[src/rtl/r2y_pkg.sv]
// Shared types and constants for the RGB to YCbCr 4:2:0 converter.
// No dependencies; used by r2y_front, r2y_math and the top level.
package r2y_pkg;

   // CSR map
   localparam int CSR_IDX_W  = 1;
   localparam int CSR_DATA_W = 12;
   localparam logic [CSR_IDX_W-1:0] CSR_LINE_WIDTH   = 1'd0;
   localparam logic [CSR_IDX_W-1:0] CSR_FRAME_HEIGHT = 1'd1;

   localparam logic [CSR_DATA_W-1:0] LINE_WIDTH_RESET   = 12'd640;
   localparam logic [CSR_DATA_W-1:0] FRAME_HEIGHT_RESET = 12'd480;
   localparam logic [CSR_DATA_W-1:0] HEIGHT_MIN         = 12'd2;
   localparam logic [CSR_DATA_W-1:0] HEIGHT_MAX         = 12'd2048;

   localparam int ROW_W  = 11;
   localparam int PIX_W  = 8;
   localparam int PAIR_W = 9;
   localparam int PROD_W = 24;

   // Q16 coefficients, magnitudes only; signs are applied in the adders
   localparam logic [PROD_W-1:0] COEF_Y_R  = 24'd16843;
   localparam logic [PROD_W-1:0] COEF_Y_G  = 24'd33030;
   localparam logic [PROD_W-1:0] COEF_Y_B  = 24'd6423;
   localparam logic [PROD_W-1:0] COEF_CB_R = 24'd9699;
   localparam logic [PROD_W-1:0] COEF_CB_G = 24'd19071;
   localparam logic [PROD_W-1:0] COEF_CB_B = 24'd28770;
   localparam logic [PROD_W-1:0] COEF_CR_R = 24'd28770;
   localparam logic [PROD_W-1:0] COEF_CR_G = 24'd24117;
   localparam logic [PROD_W-1:0] COEF_CR_B = 24'd4653;
   localparam logic [PROD_W-1:0] Y_OFFSET  = 24'd1048576;  // 16 << 16
   localparam logic [PROD_W-1:0] C_OFFSET  = 24'd8388608;  // 128 << 16

   typedef struct packed {
      logic [PIX_W-1:0] red;
      logic [PIX_W-1:0] green;
      logic [PIX_W-1:0] blue;
   } pix_type;

   // horizontal sums of one pixel pair, one line memory entry
   typedef struct packed {
      logic [PAIR_W-1:0] red;
      logic [PAIR_W-1:0] green;
      logic [PAIR_W-1:0] blue;
   } pair_type;

   localparam int PAIR_WORD_W = $bits(pair_type);

   typedef struct packed {
      logic chroma_valid;
      logic last_of_frame;
   } ctl_type;

   typedef struct packed {
      pix_type  pix;
      pair_type hsum;
      ctl_type  ctl;
   } s1_type;

endpackage

[src/rtl/r2y_math.sv]
// Color math pipeline: luma, 2x2 chroma averaging and Cb/Cr, with output register.
// Depends on r2y_pkg.
module r2y_math (
   input  logic                       clock,
   input  logic                       reset,
   input  logic                       s1_valid,
   output logic                       s1_ready,
   input  r2y_pkg::s1_type            s1_word,
   input  r2y_pkg::pair_type          pair_rdata,
   output logic                       rsp_valid,
   input  logic                       rsp_ready,
   output logic [r2y_pkg::PIX_W-1:0]  rsp_luma,
   output logic                       rsp_chroma_valid,
   output logic [r2y_pkg::PIX_W-1:0]  rsp_cb,
   output logic [r2y_pkg::PIX_W-1:0]  rsp_cr,
   output logic                       rsp_last_of_frame
);

   localparam int PW = r2y_pkg::PROD_W;

   logic s2_valid_ff, s3_valid_ff, s4_valid_ff;
   logic s2_ready, s3_ready, s4_ready;

   // stage 2: luma products and block averages
   logic [PW-1:0]              s2_yr_ff, s2_yg_ff, s2_yb_ff;
   logic [r2y_pkg::PIX_W-1:0]  s2_ar_ff, s2_ag_ff, s2_ab_ff;
   r2y_pkg::ctl_type           s2_ctl_ff;
   // stage 3: luma and chroma products
   logic [r2y_pkg::PIX_W-1:0]  s3_luma_ff;
   logic [PW-1:0]              s3_cbr_ff, s3_cbg_ff, s3_cbb_ff;
   logic [PW-1:0]              s3_crr_ff, s3_crg_ff, s3_crb_ff;
   r2y_pkg::ctl_type           s3_ctl_ff;
   // stage 4: output register
   logic [r2y_pkg::PIX_W-1:0]  s4_luma_ff, s4_cb_ff, s4_cr_ff;
   r2y_pkg::ctl_type           s4_ctl_ff;

   logic [r2y_pkg::PAIR_W:0]   sum_r, sum_g, sum_b;
   logic [PW-1:0]              y_sum, cb_sum, cr_sum;

   assign s4_ready = !s4_valid_ff || rsp_ready;
   assign s3_ready = !s3_valid_ff || s4_ready;
   assign s2_ready = !s2_valid_ff || s3_ready;
   assign s1_ready = s2_ready;

   always_comb begin
      sum_r  = {1'b0, pair_rdata.red}   + {1'b0, s1_word.hsum.red};
      sum_g  = {1'b0, pair_rdata.green} + {1'b0, s1_word.hsum.green};
      sum_b  = {1'b0, pair_rdata.blue}  + {1'b0, s1_word.hsum.blue};
      y_sum  = s2_yr_ff + s2_yg_ff + s2_yb_ff + r2y_pkg::Y_OFFSET;
      // all terms stay in 0..255 << 16, so modulo 2^24 arithmetic is exact
      cb_sum = r2y_pkg::C_OFFSET + s3_cbb_ff - s3_cbr_ff - s3_cbg_ff;
      cr_sum = r2y_pkg::C_OFFSET + s3_crr_ff - s3_crg_ff - s3_crb_ff;
   end

   always_ff @(posedge clock) begin
      if (reset) begin
         s2_valid_ff <= 1'b0;
         s3_valid_ff <= 1'b0;
         s4_valid_ff <= 1'b0;
      end else begin
         if (s2_ready) begin
            s2_valid_ff <= s1_valid;
         end
         if (s3_ready) begin
            s3_valid_ff <= s2_valid_ff;
         end
         if (s4_ready) begin
            s4_valid_ff <= s3_valid_ff;
         end
      end
   end

   always_ff @(posedge clock) begin
      if (s2_ready && s1_valid) begin
         s2_yr_ff  <= PW'(s1_word.pix.red)   * r2y_pkg::COEF_Y_R;
         s2_yg_ff  <= PW'(s1_word.pix.green) * r2y_pkg::COEF_Y_G;
         s2_yb_ff  <= PW'(s1_word.pix.blue)  * r2y_pkg::COEF_Y_B;
         s2_ar_ff  <= sum_r[r2y_pkg::PAIR_W:2];
         s2_ag_ff  <= sum_g[r2y_pkg::PAIR_W:2];
         s2_ab_ff  <= sum_b[r2y_pkg::PAIR_W:2];
         s2_ctl_ff <= s1_word.ctl;
      end
      if (s3_ready && s2_valid_ff) begin
         s3_luma_ff <= y_sum[PW-1:16];
         s3_cbr_ff  <= PW'(s2_ar_ff) * r2y_pkg::COEF_CB_R;
         s3_cbg_ff  <= PW'(s2_ag_ff) * r2y_pkg::COEF_CB_G;
         s3_cbb_ff  <= PW'(s2_ab_ff) * r2y_pkg::COEF_CB_B;
         s3_crr_ff  <= PW'(s2_ar_ff) * r2y_pkg::COEF_CR_R;
         s3_crg_ff  <= PW'(s2_ag_ff) * r2y_pkg::COEF_CR_G;
         s3_crb_ff  <= PW'(s2_ab_ff) * r2y_pkg::COEF_CR_B;
         s3_ctl_ff  <= s2_ctl_ff;
      end
      if (s4_ready && s3_valid_ff) begin
         s4_luma_ff <= s3_luma_ff;
         s4_cb_ff   <= s3_ctl_ff.chroma_valid ? cb_sum[PW-1:16] : '0;
         s4_cr_ff   <= s3_ctl_ff.chroma_valid ? cr_sum[PW-1:16] : '0;
         s4_ctl_ff  <= s3_ctl_ff;
      end
   end

   assign rsp_valid         = s4_valid_ff;
   assign rsp_luma          = s4_luma_ff;
   assign rsp_chroma_valid  = s4_ctl_ff.chroma_valid;
   assign rsp_cb            = s4_cb_ff;
   assign rsp_cr            = s4_cr_ff;
   assign rsp_last_of_frame = s4_ctl_ff.last_of_frame;

endmodule

[config.mk]
export PLATFORM = sky130hd
export DESIGN_NAME = r2y_math
export DESIGN_NICKNAME = d
export VERILOG_FILES = /design/src/rtl/r2y_pkg.sv /design/src/rtl/r2y_math.sv
export SDC_FILE = /design/constraint.sdc
export NUM_CORES = 1
export LEC_CHECK = 0
export BUFFER_PORTS_ARGS = -buffer_cell sky130_fd_sc_hd__buf_2
export CAP_MARGIN = 5
export CORE_AREA = 2 2 247 188
export DETAILED_ROUTE_END_ITERATION = 7
export DIE_AREA = 0 0 249 190
export MAX_ROUTING_LAYER = met4
export PLACE_DENSITY = 0.78
export SKIP_CTS_REPAIR_TIMING = 1
export SYNTH_ARGS = -nofsm -noshare
export SYNTH_HDL_FRONTEND = slang
export SYNTH_SLANG_ARGS = --single-unit
[constraint.sdc]
create_clock -name clock -period 13.95 [get_ports clock]
set_input_delay 0.6975 -clock clock [delete_from_list [all_inputs] [get_ports clock]]
set_output_delay 0.6975 -clock clock [all_outputs]
set_load 0.05 [all_outputs]
==> results.yml <==
placed_design:
  port_buffers: 111
  place_hpwl_mm: 48.41
  place_congestion: 0.9558
worst_setup_path:
  arrival_ps: 5530
  r2r_slack_ps: 8770
  required_ps: 14300
  crit_fanout: 8
  critPathCaptureType: "flop"
  worstSetupStartpointType: "flop"
  criticalPathCategory: "reg -> reg"
die:
  initial_core_util_pct: 59.27
  die_x_um: 249
  num_rows: 68
  pin_count: 112
  die_h_um: 190
  dieArea_um2: 47310
  core_region_area_um2: 45180
final_layout:
  antenna_cells: 0
  nNetsFinal: 3426
  drive_gt1_share_pct: 7.043
  fill_cells: 3479
  area_growth_pct: 8.620
timing:
  setup_viol: 0
  maxSlewHeadroom_pct: 26.52
  tns_ps: 0
  hold_viol: 0
  slew_violations: 0
  min_period_ps: 5180
  fin_crit_sh_pct: 37.13
  rsz0062_at_grt: "no"
  worst_slew_pin_slew_ps: 1100
  skew_ps: 29.11
  fmax_mhz: 193.0
global_route:
  grt_pass1_wl_mm: 94.41
  grt_pass1_vias: 18070
  grt_start_max_net_pins: 80
  antenna_found_initial: 1
  grt.overflow.total: 0
  grt_usage_pct: 25.91
routing:
  num_vias: 17780
  drt-initial-drc-count: 1204
  wirelength_mm: 58.18
  wl_per_cell_um: 18.30
  via_per_inst: 5.594
  antenna_left: 0
  drt_pass1_iterations: 6
  drc: 0
logic_synthesis:
  syn-cell-area_um2: 26780
  synth_top_cell_by_area: "edfxtp_1"
  synth_area_leaders: "edfxtp_1 (29%), ha_1 (26%), fa_1 (16%)"
  synth_cell_type_count: 73
  syn_inst: 2421
  synth_common_cells: "ha_1 (566), inv_1 (465), edfxtp_1 (258), fa_1 (214), xnor2_1 (124)"
  postSynthAreaPerCell_um2: 11.06
  synth_seq_cells: 261
  synth_most_common_cell: "ha_1"
  netlist.area_leader.share_pct: 28.93
  yosysWarnings: 0
  synthFlopType: "edfxtp_1"
  ys_seq_area_share_pct: 29.15
  syn_nets: 3285
  postSynth.asyncResetShare_pct: 0
  synth-edff-count: 258
cts:
  cts_made_buffers: 29
  cts_tree: "built"
  cts_sinks: 261
  clkSlewWorstSetupHoldPaths_ps: 60
  clk_latency_ps: 600
  htree_levels: 1
  root_buffer: "clkbuf_16"
  clock_path_buffers: 3
status:
  status: "completed"
job:
  cap_viol_max_count: 0
worst_hold_path:
  hold_path.class: "in -> reg"
-- through the flow --
stage | setup WS (ps) | instance area [um^2] | hold WS [ps] | instances | util [%]
after floorplan | 2273 | 26780 | 400.3 | 2421 | -
after global placement | 8887 | 28120 | 402.6 | 3126 | 62.24
after detailed placement | 8739 | 28120 | 404.5 | 3126 | 62.24
after CTS | 8756 | 29090 | 261.0 | 3179 | 64.38
after global routing | 8430 | 29090 | 266.6 | 3179 | 64.38
final | 8770 | 29090 | 282.0 | 3179 | 64.38
-- registers in the layout, summed over array words and instances, names as in the netlist, 20 cells and up --
| register | cells |
|---|---|
| s2_yg_ff | 23 |
| s2_yr_ff | 23 |
| s3_cbb_ff | 20 |
| s3_cbg_ff | 22 |
| s3_crg_ff | 23 |
| s2_yb_ff | 21 |
| s3_crb_ff | 21 |
| s3_crr_ff | 22 |
| s3_cbr_ff | 21 |
-- cell type report --
class	instances	area, um^2	share of cell area, %
inverters	465	1745	6.001
flip-flops and latches	261	7807	26.84
well taps	595	744.5	2.559
multi-input cells	1691	17250	59.29
clock inverters	17	215.2	0.7398
clock buffers	36	752.0	2.585
repair buffers	114	578.1	1.987
-- critical path, cell delays in order (launching register included) --
cell and delay (ps):
edfxtp_1 570, fa_1 660, fa_1 590, inv_1 50
fa_1 470, fa_1 490, inv_1 40, ha_1 200
or3_1 420, nor3_1 140, o21ai_1 130, a311oi_1 390
o21bai_1 140, a21oi_2 210, o21ai_1 120, a221o_1 300
-- logic make-up after synthesis --
logic type | count (synthesis) | share of synthesized area (%)
compound gates | 421 | 10.25
fa+ha+maj | 780 | 42.44
buf+inv | 469 | 6.574
xor+xnor | 173 | 5.658
mux | 4 | 0.1495
simple gates | 313 | 5.775
flops | 261 | 29.15
-- cells in the final DEF (no fill, tap or decap), types with 6 or more instances in the layout --
master and n:
a2111oi_0 6, a211oi_1 16, a21o_1 71, a21oi_1 119, a31oi_1 18, and2_1 18, and3_1 14, buf_2 111
clkbuf_1 7, clkbuf_16 29, edfxtp_1 258, fa_1 214, ha_1 566, inv_1 465, nand2_1 68, nand2b_1 20
nand3_1 28, nand4_1 11, nor2_1 81, nor2b_1 25, nor3_1 23, o21a_1 17, o21ai_0 59, o21ai_1 16
o21bai_1 29, o31ai_1 10, or2_2 6, xnor2_1 124, xor2_1 49
-- final timing paths --
check                        to           from  depth (start not counted)
setup / recovery  s3_cbg_ff[22]    s2_ag_ff[4]                         15
setup reg to reg  s3_cbg_ff[22]    s2_ag_ff[4]                         15
hold / removal     s2_ctl_ff[0]     s1_word[0]                          1
hold reg to reg     rsp_luma[1]  s3_luma_ff[1]                          0
-- per-layer routing --
| metal | vias up | global-route usage, % | part of all wire (%) |
|---|---|---|---|
| met5 | - | - | 0 |
| met1 | 8594 | 38.05 | 50 |
| li1 | 8646 | - | - |
| met2 | 463 | 37.65 | 42 |
| met4 | 0 | 5.385 | 2.2 |
| met3 | 80 | 4.638 | 5.9 |
Power is left out: the tool's default activity adds up to more than one toggle a clock period on the data nets, which glitch-free logic cannot reach.
